$ cat config.mk
export PLATFORM = sky130hd
export DESIGN_NAME = double_ended_queue_core
export DESIGN_NICKNAME = d
export VERILOG_FILES = /design/src/hdl/dq_pkg.sv /design/src/hdl/double_ended_queue_core.sv /design/src/hdl/dq_ram.sv /design/src/hdl/dq_ctrl.sv /design/src/hdl/dq_dpath.sv
export SDC_FILE = /design/constraint.sdc
export NUM_CORES = 1
export LEC_CHECK = 0
export BUFFER_PORTS_ARGS = -buffer_cell sky130_fd_sc_hd__buf_2
export CAP_MARGIN = 20
export CORE_ASPECT_RATIO = 1.75
export CORE_MARGIN = 3
export CORE_UTILIZATION = 45
export DETAILED_ROUTE_END_ITERATION = 8
export PLACE_DENSITY_LB_ADDON = 0.2
export SYNTH_ARGS = -nofsm -noshare
export SYNTH_HDL_FRONTEND = slang
export SYNTH_SLANG_ARGS = --single-unit
$ cat constraint.sdc
create_clock -name i_clk -period 3.5 [get_ports i_clk]
set_input_delay 0.35 -clock i_clk [delete_from_list [all_inputs] [get_ports i_clk]]
set_output_delay 0.35 -clock i_clk [all_outputs]
set_load 0.05 [all_outputs]
$ cat src/hdl/dq_pkg.sv
// ----------------------------------------------------------------------------
// dq_pkg
// shared types and constants of the double-ended queue: opcodes, status
// codes and the command group from the controller to the datapath
// ----------------------------------------------------------------------------
package dq_pkg;

    localparam int OPCODE_W = 3;
    localparam int VALUE_W  = 16;
    localparam int STATUS_W = 2;

    typedef enum logic [OPCODE_W-1:0] {
        OP_PUSH_FRONT = 3'd0,
        OP_PUSH_REAR  = 3'd1,
        OP_POP_FRONT  = 3'd2,
        OP_POP_REAR   = 3'd3,
        OP_PEEK_FRONT = 3'd4,
        OP_PEEK_REAR  = 3'd5,
        OP_QRY_EMPTY  = 3'd6,
        OP_QRY_FULL   = 3'd7
    } t_opcode;

    typedef enum logic [STATUS_W-1:0] {
        ST_OK    = 2'd0,
        ST_FULL  = 2'd1,
        ST_EMPTY = 2'd2
    } t_status;

    // controller to datapath commands
    typedef struct packed {
        logic capture;  // latch the accepted item
        logic exec;     // run the operation on the queue state
        logic load;     // move the result into the output register
    } t_dq_cmd;

endpackage

$ cat src/hdl/double_ended_queue_core.sv
// ----------------------------------------------------------------------------
// double_ended_queue_core
// bounded double-ended queue over a circular buffer with head and count
// ----------------------------------------------------------------------------
// sequence: each item is accepted, executed, then loaded into the output
//   register; no new item is taken until the current one has been loaded,
//   and the read of the slot ram is registered
// the next item is taken while a finished result still waits on the output
// reset: synchronous active low; head and count go to zero, no clearing
//   pass, slot contents stay unwritten until pushed
module double_ended_queue_core
    import dq_pkg::*;
#(
    parameter int CAPACITY   = 64,
    parameter int DATA_WIDTH = 16
) (
    input  logic                i_clk,
    input  logic                i_rst_n,
    // input item channel
    input  logic                i_valid,
    output logic                o_stall,
    input  logic [OPCODE_W-1:0] i_opcode,
    input  logic [VALUE_W-1:0]  i_value,
    // result item channel
    output logic                o_valid,
    input  logic                i_stall,
    output logic [VALUE_W-1:0]  o_data,
    output logic [STATUS_W-1:0] o_status,
    output logic                o_empty_flag,
    output logic                o_full_flag
);

    // commands from the sequencer to the datapath
    t_dq_cmd cmd;

    // sequencer: one item in flight, output valid kept here
    dq_ctrl u_ctrl (
        .i_clk   (i_clk),
        .i_rst_n (i_rst_n),
        .i_valid (i_valid),
        .o_stall (o_stall),
        .o_valid (o_valid),
        .i_stall (i_stall),
        .o_cmd   (cmd)
    );

    // datapath: pointer arithmetic, slot ram and the result register
    dq_dpath #(
        .CAPACITY   (CAPACITY),
        .DATA_WIDTH (DATA_WIDTH)
    ) u_dpath (
        .i_clk        (i_clk),
        .i_rst_n      (i_rst_n),
        .i_cmd        (cmd),
        .i_opcode     (i_opcode),
        .i_value      (i_value),
        .o_data       (o_data),
        .o_status     (o_status),
        .o_empty_flag (o_empty_flag),
        .o_full_flag  (o_full_flag)
    );

endmodule

$ cat src/hdl/dq_ram.sv
// ----------------------------------------------------------------------------
// dq_ram
// generic simple dual-port ram, one write and one registered read port
// ----------------------------------------------------------------------------
module dq_ram #(
    parameter int WIDTH = 16,
    parameter int DEPTH = 64
) (
    input  logic                     i_clk,
    input  logic                     i_we,
    input  logic [$clog2(DEPTH)-1:0] i_waddr,
    input  logic [WIDTH-1:0]         i_wdata,
    input  logic                     i_re,
    input  logic [$clog2(DEPTH)-1:0] i_raddr,
    output logic [WIDTH-1:0]         o_rdata
);

    logic [WIDTH-1:0] r_mem [DEPTH];
    logic [WIDTH-1:0] r_rdata;

    always_ff @(posedge i_clk) begin
        if (i_we) begin
            r_mem[i_waddr] <= i_wdata;
        end
        if (i_re) begin
            r_rdata <= r_mem[i_raddr];
        end
    end

    assign o_rdata = r_rdata;

endmodule

$ cat src/hdl/dq_ctrl.sv
// ----------------------------------------------------------------------------
// dq_ctrl
// sequencer of the queue: accept, execute, load result; owns output valid
// ----------------------------------------------------------------------------
module dq_ctrl
    import dq_pkg::*;
(
    input  logic    i_clk,
    input  logic    i_rst_n,
    input  logic    i_valid,
    output logic    o_stall,
    output logic    o_valid,
    input  logic    i_stall,
    output t_dq_cmd o_cmd
);

    typedef enum logic [1:0] {
        S_IDLE,
        S_EXEC,
        S_LOAD
    } t_state;

    t_state r_state;
    logic   r_out_valid;
    logic   out_free;

    // output register can take a new result when empty or being drained
    assign out_free = !r_out_valid || !i_stall;

    always_comb begin
        o_cmd         = '0;
        o_cmd.capture = (r_state == S_IDLE) && i_valid;
        o_cmd.exec    = (r_state == S_EXEC);
        o_cmd.load    = (r_state == S_LOAD) && out_free;
    end

    always_ff @(posedge i_clk) begin
        if (!i_rst_n) begin
            r_state     <= S_IDLE;
            r_out_valid <= 1'b0;
        end else begin
            case (r_state)
                S_IDLE: begin
                    if (i_valid) begin
                        r_state <= S_EXEC;
                    end
                end
                S_EXEC: begin
                    r_state <= S_LOAD;
                end
                S_LOAD: begin
                    if (out_free) begin
                        r_state <= S_IDLE;
                    end
                end
                default: begin
                    r_state <= S_IDLE;
                end
            endcase

            if (o_cmd.load) begin
                r_out_valid <= 1'b1;
            end else if (r_out_valid && !i_stall) begin
                r_out_valid <= 1'b0;
            end
        end
    end

    assign o_stall = (r_state != S_IDLE);
    assign o_valid = r_out_valid;

    // a result waiting under stall is never overwritten
    a_no_overwrite: assert property (@(posedge i_clk) disable iff (!i_rst_n)
        (r_out_valid && i_stall) |-> !o_cmd.load)
        else $error("result overwritten while stalled");

    // every load shows up as a valid result on the next cycle
    a_load_valid: assert property (@(posedge i_clk) disable iff (!i_rst_n)
        o_cmd.load |=> r_out_valid)
        else $error("load not followed by valid result");

    // an accepted item is executed on the following cycle
    a_capture_exec: assert property (@(posedge i_clk) disable iff (!i_rst_n)
        o_cmd.capture |=> o_cmd.exec)
        else $error("accepted item not executed");

endmodule

$ cat src/hdl/dq_dpath.sv
// ----------------------------------------------------------------------------
// dq_dpath
// queue datapath: head pointer, occupancy count, slot ram, result register
// ----------------------------------------------------------------------------
module dq_dpath
    import dq_pkg::*;
#(
    parameter int CAPACITY   = 64,
    parameter int DATA_WIDTH = 16
) (
    input  logic                i_clk,
    input  logic                i_rst_n,
    input  t_dq_cmd             i_cmd,
    input  logic [OPCODE_W-1:0] i_opcode,
    input  logic [VALUE_W-1:0]  i_value,
    output logic [VALUE_W-1:0]  o_data,
    output logic [STATUS_W-1:0] o_status,
    output logic                o_empty_flag,
    output logic                o_full_flag
);

    localparam int AW = $clog2(CAPACITY);
    localparam int CW = $clog2(CAPACITY + 1);
    localparam int SW = CW + 1;

    t_opcode            r_op;
    logic [VALUE_W-1:0] r_value;
    logic [AW-1:0]      r_head, n_head;
    logic [CW-1:0]      r_count, n_count;
    t_status            r_status, n_status;
    logic               r_hit;

    logic [VALUE_W-1:0] r_out_data;
    t_status            r_out_status;
    logic               r_out_empty;
    logic               r_out_full;

    logic                  is_empty, is_full, rear_read;
    logic [AW-1:0]         head_dec, head_inc, rear_pos;
    logic [CW-1:0]         rear_off;
    logic [SW-1:0]         rear_sum, rear_wrap;
    logic                  we, re;
    logic [AW-1:0]         waddr, raddr;
    logic [DATA_WIDTH-1:0] wdata, rdata;
    logic [VALUE_W-1:0]    rd_word;

    // value masked or extended to the stored width
    for (genvar b = 0; b < DATA_WIDTH; b++) begin : g_wdata
        if (b < VALUE_W) begin : g_bit
            assign wdata[b] = r_value[b];
        end else begin : g_zero
            assign wdata[b] = 1'b0;
        end
    end

    for (genvar b = 0; b < VALUE_W; b++) begin : g_rdata
        if (b < DATA_WIDTH) begin : g_bit
            assign rd_word[b] = rdata[b];
        end else begin : g_zero
            assign rd_word[b] = 1'b0;
        end
    end

    always_comb begin
        is_empty  = (r_count == '0);
        is_full   = (r_count == CW'(CAPACITY));
        rear_read = (r_op == OP_POP_REAR) || (r_op == OP_PEEK_REAR);
        head_dec  = (r_head == '0) ? AW'(CAPACITY - 1) : r_head - AW'(1);
        head_inc  = (r_head == AW'(CAPACITY - 1)) ? '0 : r_head + AW'(1);
        // rear slot for a push is head+count, for a read head+count-1
        rear_off  = rear_read ? r_count - CW'(1) : r_count;
        rear_sum  = SW'(r_head) + SW'(rear_off);
        rear_wrap = (rear_sum >= SW'(CAPACITY)) ? rear_sum - SW'(CAPACITY) : rear_sum;
        rear_pos  = rear_wrap[AW-1:0];

        n_head   = r_head;
        n_count  = r_count;
        n_status = ST_OK;
        we       = 1'b0;
        re       = 1'b0;
        waddr    = rear_pos;
        raddr    = r_head;

        case (r_op)
            OP_PUSH_FRONT: begin
                if (is_full) begin
                    n_status = ST_FULL;
                end else begin
                    we      = 1'b1;
                    waddr   = head_dec;
                    n_head  = head_dec;
                    n_count = r_count + CW'(1);
                end
            end
            OP_PUSH_REAR: begin
                if (is_full) begin
                    n_status = ST_FULL;
                end else begin
                    we      = 1'b1;
                    n_count = r_count + CW'(1);
                end
            end
            OP_POP_FRONT, OP_PEEK_FRONT: begin
                if (is_empty) begin
                    n_status = ST_EMPTY;
                end else begin
                    re = 1'b1;
                    if (r_op == OP_POP_FRONT) begin
                        n_head  = head_inc;
                        n_count = r_count - CW'(1);
                    end
                end
            end
            OP_POP_REAR, OP_PEEK_REAR: begin
                if (is_empty) begin
                    n_status = ST_EMPTY;
                end else begin
                    re    = 1'b1;
                    raddr = rear_pos;
                    if (r_op == OP_POP_REAR) begin
                        n_count = r_count - CW'(1);
                    end
                end
            end
            default: begin
                n_status = ST_OK;
            end
        endcase

        if (!i_cmd.exec) begin
            we = 1'b0;
            re = 1'b0;
        end
    end

    dq_ram #(
        .WIDTH (DATA_WIDTH),
        .DEPTH (CAPACITY)
    ) u_ram (
        .i_clk   (i_clk),
        .i_we    (we),
        .i_waddr (waddr),
        .i_wdata (wdata),
        .i_re    (re),
        .i_raddr (raddr),
        .o_rdata (rdata)
    );

    always_ff @(posedge i_clk) begin
        if (!i_rst_n) begin
            r_head  <= '0;
            r_count <= '0;
        end else if (i_cmd.exec) begin
            r_head  <= n_head;
            r_count <= n_count;
        end
    end

    always_ff @(posedge i_clk) begin
        if (i_cmd.capture) begin
            r_op    <= t_opcode'(i_opcode);
            r_value <= i_value;
        end
        if (i_cmd.exec) begin
            r_status <= n_status;
            r_hit    <= re;
        end
        // flags come from the count already updated by the execute step
        if (i_cmd.load) begin
            r_out_data   <= r_hit ? rd_word : '0;
            r_out_status <= r_status;
            r_out_empty  <= (r_count == '0);
            r_out_full   <= (r_count == CW'(CAPACITY));
        end
    end

    assign o_data       = r_out_data;
    assign o_status     = r_out_status;
    assign o_empty_flag = r_out_empty;
    assign o_full_flag  = r_out_full;

    a_count_range: assert property (@(posedge i_clk) disable iff (!i_rst_n)
        r_count <= CW'(CAPACITY))
        else $error("occupancy above capacity");

    a_head_range: assert property (@(posedge i_clk) disable iff (!i_rst_n)
        r_head < AW'(CAPACITY - 1) || r_head == AW'(CAPACITY - 1))
        else $error("head pointer out of range");

    // a rejected operation leaves the queue state untouched
    a_reject_hold: assert property (@(posedge i_clk) disable iff (!i_rst_n)
        (i_cmd.exec && n_status != ST_OK) |=> ($stable(r_count) && $stable(r_head)))
        else $error("rejected operation changed queue state");

endmodule
==> flow_summary.toml, run 1 <==
[yosys]
synth-seq-cells = 1098
yosys_most_used_dff = "edfxtp_1"
syn_area_mm2 = 0.0432
yosysTopAreaCellShare = 0.752
yosysUniqueCellTypes = 59
async_flop_share = 0
synth.area.top_cells = "edfxtp_1 (75%), a21oi_1 (5.2%), nand2_1 (4.6%)"
synth-seq-area-share = 0.759
syn_nets = 2997
syn-instance-count = 2959
yosysTopAreaCell = "edfxtp_1"
synth.avg_cell_area_um2 = 14.6
yosys_warnings = 0
synth_edf_count = 1082

[final_layout]
finalNetCount = 3457
mostFrequentLayoutCells = "edfxtp_1 (1082), nand2_1 (517), a21oi_1 (353)"
layout_commonest_cell = "edfxtp_1"
drive_above_1_share = 0.299
final_area_mm2 = 0.0555
area_growth_pct = 28.4
fin_cells = 4703
final_core_util = 0.586

[route]
wl_per_cell_um = 29.9
vias_per_cell = 6.16
dr.pass1.iters = 7
via_count = 29000
wirelength_mm = 141
drcViolationCount = 0
drt_iter0_drc = 3234
postRouteAntennaNets = 0

[min_path]
hp-class = "in -> reg"

[timing]
fin_tns_setup_ns = -57.99
whs_ns = 0.380
hold_violations = 0
fmax_mhz = 250
min_period_ns = 4.00
report.final.slew_viol_count = 0
rsz0062_at_grt = "true"
period_share = 1.14
timing.final.ws_setup_ns = -0.497
maxSlewHeadroom = 0.321
finClkSkew_ns = 0.0203
worst_pin_slew_ns = 1.02
setup_viol = 713

[worst_setup_path]
setup.worst_path.class = "reg -> reg"
cp-end-kind = "flop"
arrival_ns = 4.42
cp.required_ns = 3.92
startpoint_type = "flop"
path_max_fanout = 8

[placed_design]
place_congestion = 0.906
preCtsSetupSlack_ns = -1.06
io_buffers = 44
place_hpwl_mm = 85.6
dp_cells = 4437
place_area_mm2 = 0.0488

[clocking]
numCtsBuffers = 94
root_buffer = "clkbuf_16"
clkTransAtPathRegs_ns = 0.06
clkSinkCount = 1098
insertion_delay_ns = 0.69
cts_tree = "done"
ctsLongestPathBuffers = 3
htree_levels = 3

[grt]
grt_pass1_vias = 28900
grt_max_degree = 80
grt_pass1_wl_mm = 199
gr-total-overflow = 0
grt.total_usage = 0.275
antenna_found_initial = 2

[floorplanning]
core_area_mm2 = 0.0947
rows = 149
die-area_mm2 = 0.100
ioPinCount = 45
die_y_um = 416
start_util = 0.456
die_w_um = 240

[job]
drv_cap = 0

[pwr]
ir_drop_mv = 0.486
p_leak_nw = 18.0
p_total_mw = 28.0
powerDensity_mw_per_mm2 = 505

[outcome]
violations = "setup timing"
status = "finished, violations left"
-- cells by family (layout without fill, tap and decap cells) --
| family | count (synthesis) | after routing | share of synthesized area |
|---|---|---|---|
| buf+inv | 225 | 757 | 0.0243 |
| mux | 68 | 70 | 0.0164 |
| fa+ha+maj | 15 | 15 | 0.00452 |
| xor+xnor | 20 | 20 | 0.00405 |
| simple gates | 724 | 724 | 0.0688 |
| flops | 1098 | 1098 | 0.759 |
| compound gates | 809 | 809 | 0.123 |
| other cells | 0 | 2 | 0 |
-- state kept, by name, summed over array words and instances (netlist names) --
signal                 flops
u_ctrl.o_valid             1
u_ctrl.r_state             2
u_dpath.o_data            16
u_dpath.o_empty_flag       1
u_dpath.o_full_flag        1
u_dpath.o_status           2
u_dpath.r_count            7
u_dpath.r_head             6
u_dpath.r_hit              1
u_dpath.r_op               3
u_dpath.r_status           2
u_dpath.r_value           16
u_dpath.u_ram.o_rdata     16
u_dpath.u_ram.r_mem     1024
-- final timing paths --
path / start / endpoint / slack (ns) / cells past startpoint
worst max-delay path: u_dpath.r_op[1]$_DFFE_PP_ / u_dpath.u_ram.o_rdata[1]$_DFFE_PP_ / -0.50 / 17
worst min-delay path: i_value[13] / u_dpath.r_value[13]$_DFFE_PP_ / 0.38 / 2
worst max register to register: u_dpath.r_op[1]$_DFFE_PP_ / u_dpath.u_ram.o_rdata[1]$_DFFE_PP_ / -0.50 / 17
worst min register to register: u_dpath.r_status[1]$_DFFE_PP_ / u_dpath.o_status[1]$_DFFE_PP_ / 0.42 / 0
-- synth_stat cells (all sizes together), types with 2 or more instances --
| master | instances |
|---|---|
| a2111oi | 24 |
| a211oi | 4 |
| a21oi | 453 |
| a221oi | 223 |
| a22oi | 2 |
| a31oi | 4 |
| a32oi | 32 |
| a41oi | 2 |
| and2 | 18 |
| and3 | 3 |
| buf | 113 |
| clkbuf | 95 |
| dfxtp | 16 |
| edfxtp | 1082 |
| ha | 14 |
| inv | 17 |
| mux2 | 3 |
| mux2i | 65 |
| nand2 | 525 |
| nand2b | 4 |
| nand3 | 4 |
| nand3b | 2 |
| nor2 | 97 |
| nor2b | 6 |
| nor3 | 9 |
| nor3b | 2 |
| nor4 | 37 |
| o21a | 3 |
| o21ai | 19 |
| o221ai | 12 |
| o22a | 13 |
| o22ai | 8 |
| o31ai | 2 |
| or2 | 2 |
| or3 | 11 |
| or4 | 2 |
| xnor2 | 14 |
| xor2 | 6 |
-- timing repair --
action	4_1_cts	5_1_grt
pin swaps	88	68
cloned	14	8
endpoints found under the setup margin	1040	1040
gates resized for setup	312	194
endpoints found under the hold margin	23	0
hold buffers	22	0
setup buffers	49	20
-- final cells by class --
type / count / area (µm²)
antenna: 2 / 5.00
clock buffer: 118 / 2460
clock inverter: 52 / 434
fill: 7116 / 39200
inverter: 17 / 63.8
multi-input combinational: 1638 / 11900
sequential: 1098 / 32800
tap: 1208 / 1510
timing repair buffer: 570 / 6320
-- per-layer routing --
layer	share of wire	vias to the layer above	global-route usage
li1	-	12400	-
met1	0.34	14800	0.320
met2	0.51	1411	0.476
met3	0.070	388	0.0358
met4	0.082	0	0.180
met5	0	-	0
-- worst max-delay path: stages, from the launching register on --
cell and delay, ns:
edfxtp_1 0.49, xnor2_2 0.20, nor2_2 0.14, xnor2_1 0.14, ha_2 0.21, inv_2 0.04, fa_2 0.49, buf_6 0.17
mux2_4 0.34, buf_12 0.16, buf_12 0.14, buf_8 0.12, a21oi_4 0.13, a221oi_4 0.09, a2111oi_2 0.36, buf_4 0.24
o22a_1 0.18, o221ai_2 0.09
-- power breakdown --
| part | switching (mW) | internal, mW | total, mW |
|---|---|---|---|
| Clock | 4.73 | 5.39 | 10.1 |
| Combinational | 2.05 | 1.30 | 3.35 |
| Sequential | 0.0312 | 14.5 | 14.6 |
(Power assumes the default switching activity.)
==> run 2, diff against run 1 <==
ABC_AREA = 1   (was not set)
==> run 2 against run 1 <==
Compared with the run above: the flow now finishes without violations; global-route usage decreased by 1.3 points; clock power rose by 11%; combinational power is 40% higher; synthesized area rose by 12%; register-to-register slack better by 0.50 ns; final area up 5.1%; critical endpoint is now u_dpath.u_ram.o_rdata[9]$_DFFE_PP_; largest cell class unchanged; largest power group unchanged.
==> flow_summary.toml, run 2 <==
[outcome]
status = "finished, final reports clean"

[worst_setup_path]
setup.worst_path.class = "reg -> reg"
path_max_fanout = 9
startpoint_type = "flop"
cp-end-kind = "flop"
cp.required_ns = 4.06
arrival_ns = 4.05

[final_layout]
top_register = "u_dpath.u_ram.r_mem"
layout_commonest_cell = "edfxtp_1"
fill_cells = 9025
largest_reg_flops = 1024
seq_area_mm2 = 0.0328
multiInputGateArea_mm2 = 0.0116
area_growth_pct = 20.1
drive_above_1_share = 0.142
finalNetCount = 5051
final_area_mm2 = 0.0584
mostFrequentLayoutCells = "edfxtp_1 (1082), nand2_1 (1064), nand3_1 (1017)"
final_core_util = 0.548

[yosys]
synth.area.top_cells = "edfxtp_1 (67%), nand3_1 (11%), nand2_1 (8.3%)"
yosys_warnings = 0
yosysTopAreaCellShare = 0.669
synthTopCellsByCount = "nand3_1 (1093), edfxtp_1 (1082), nand2_1 (1068)"
synth.most_common_cell = "nand3_1"
yosysUniqueCellTypes = 34
yosys_most_used_dff = "edfxtp_1"
synth-seq-area-share = 0.676
syn_nets = 4778
syn_area_mm2 = 0.0486
synth.avg_cell_area_um2 = 10.2
yosysTopAreaCell = "edfxtp_1"
async_flop_share = 0
synth-seq-cells = 1098
syn-instance-count = 4740
synth_edf_count = 1082

[grt]
gr-total-overflow = 0
grt_pass1_wl_mm = 214
grt_pass1_vias = 33200
grt.total_usage = 0.262
antenna_found_initial = 2
grt_max_degree = 72

[timing]
worst_pin_slew_ns = 1.11
finClkSkew_ns = 0.0367
maxSlewHeadroom = 0.263
rsz0062_at_grt = "true"
report.final.slew_viol_count = 0
min_period_ns = 3.50
period_share = 0.999
fmax_mhz = 286
setup_viol = 0
hold_violations = 0

[floorplanning]
ioPinCount = 45
core_area_mm2 = 0.107
rows = 158
start_util = 0.456
die_w_um = 254
die-area_mm2 = 0.112
die_y_um = 441

[placed_design]
io_buffers = 44
place_hpwl_mm = 90.9
place_area_mm2 = 0.0536
place_congestion = 0.887

[clocking]
numCtsBuffers = 98
htree_levels = 3
root_buffer = "clkbuf_16"
cts_tree = "done"
clkTransAtPathRegs_ns = 0.06
clkSinkCount = 1098
insertion_delay_ns = 0.71
ctsLongestPathBuffers = 3

[pwr]
ir_drop_mv = 0.390
p_leak_nw = 24.6
powerDensity_mw_per_mm2 = 522

[route]
wl_per_cell_um = 22.8
dr.pass1.iters = 5
vias_per_cell = 5.31
via_count = 34200
wirelength_mm = 147
postRouteAntennaNets = 0
drcViolationCount = 0
drt_iter0_drc = 3487

[job]
drv_cap = 0

[min_path]
hp-class = "in -> reg"
run 2: cell types whose count changed after synthesis, moves of 97 or more:
cell | previous run | this run
inv_1 | 17 | 1019
nand3_1 | 4 | 1093
a21oi_1 | 452 | 24
buf_2 | 73 | 170
a221oi_1 | 223 | 0
nand2_1 | 525 | 1068
run 2: kinds of logic (layout without fill, tap and decap cells):
family | count (synthesis) | in the layout | share of synthesized area
flip-flops | 1098 | 1098 | 0.676
other | 0 | 1 | 0
buffers and inverters | 1259 | 1612 | 0.103
adder cells (fa/ha/maj) | 15 | 15 | 0.00402
AO/OA/AOI/OAI | 63 | 63 | 0.00690
XOR/XNOR | 17 | 17 | 0.00307
AND/OR/NAND/NOR | 2288 | 2288 | 0.208
run 2: timing repair:
action | in CTS | in global routing
setup endpoints to repair | 103 | 1040
endpoints found under the hold margin | 32 | 0
gates resized for setup | 30 | 126
hold buffers | 22 | 0
setup buffers | 7 | 24
pin swaps | 1 | 14
gates cloned | 3 | 6
run 2: layout make-up:
cell class,instances,share of cell area
flip-flops and latches,1098,0.562
multi-input cells,2383,0.200
diodes,1,0.0000429
well taps,1360,0.0292
inverters,1024,0.0660
clock inverters,57,0.0109
repair buffers,408,0.0870
clock buffers,123,0.0450
run 2: per-layer routing:
| metal | share of wire | track usage | up-vias |
|---|---|---|---|
| met5 | 0 | 0 | - |
| met4 | 0.061 | 0.153 | 0 |
| met3 | 0.060 | 0.0310 | 310 |
| met2 | 0.51 | 0.460 | 1303 |
| met1 | 0.37 | 0.310 | 16700 |
| li1 | - | - | 16000 |
run 2: critical path: stages (launching register included):
cell and delay (ns):
edfxtp_1 0.44, buf_4 0.17, nand3_2 0.09, nand2_4 0.08, xor2_2 0.14, ha_2 0.19
inv_1 0.06, fa_2 0.58, inv_2 0.06, o21ai_4 0.16, buf_4 0.15, buf_12 0.15
buf_12 0.15, nand3_1 0.11, nand3_2 0.09, nand3_2 0.16, nand3_2 0.15, buf_4 0.15
nand3_2 0.11, nand2_1 0.11
run 2: power breakdown:
part | switching, mW | total (mW) | internal [mW] | leakage (nW)
Combinational | 3.10 | 4.70 | 1.60 | 13.2
Clock | 4.85 | 11.2 | 6.34 | 1.60
Sequential | 0.0389 | 14.6 | 14.6 | 9.87
Total | 7.98 | 30.5 | 22.5 | 24.6
run 2: path summary, 6_finish.rpt:
kind / from / end / slack, ns / cells after the start
max: u_dpath.r_op[2]$_DFFE_PP_ / u_dpath.u_ram.o_rdata[9]$_DFFE_PP_ / 0.004 / 19
min: i_value[14] / u_dpath.r_value[14]$_DFFE_PP_ / 0.35 / 2
max reg2reg: u_dpath.r_op[2]$_DFFE_PP_ / u_dpath.u_ram.o_rdata[9]$_DFFE_PP_ / 0.004 / 19
min reg2reg: u_dpath.r_status[1]$_DFFE_PP_ / u_dpath.o_status[1]$_DFFE_PP_ / 0.44 / 0
run 2: stage by stage:
step                      setup WS, ns  setup TNS, ns  cells  hold WS, ns  power, mW
after floorplan                 -0.296         -98.84   4740        0.400       17.1
after global placement          -0.191          -1.35   6212        0.409       19.1
after detailed placement        -0.203          -2.86   6212        0.412       19.2
after CTS                      0.00393              0   6423        0.288       30.4
after global routing           -0.0707          -5.25   6454        0.328       31.4
final                          0.00379              0   6454        0.346       30.5
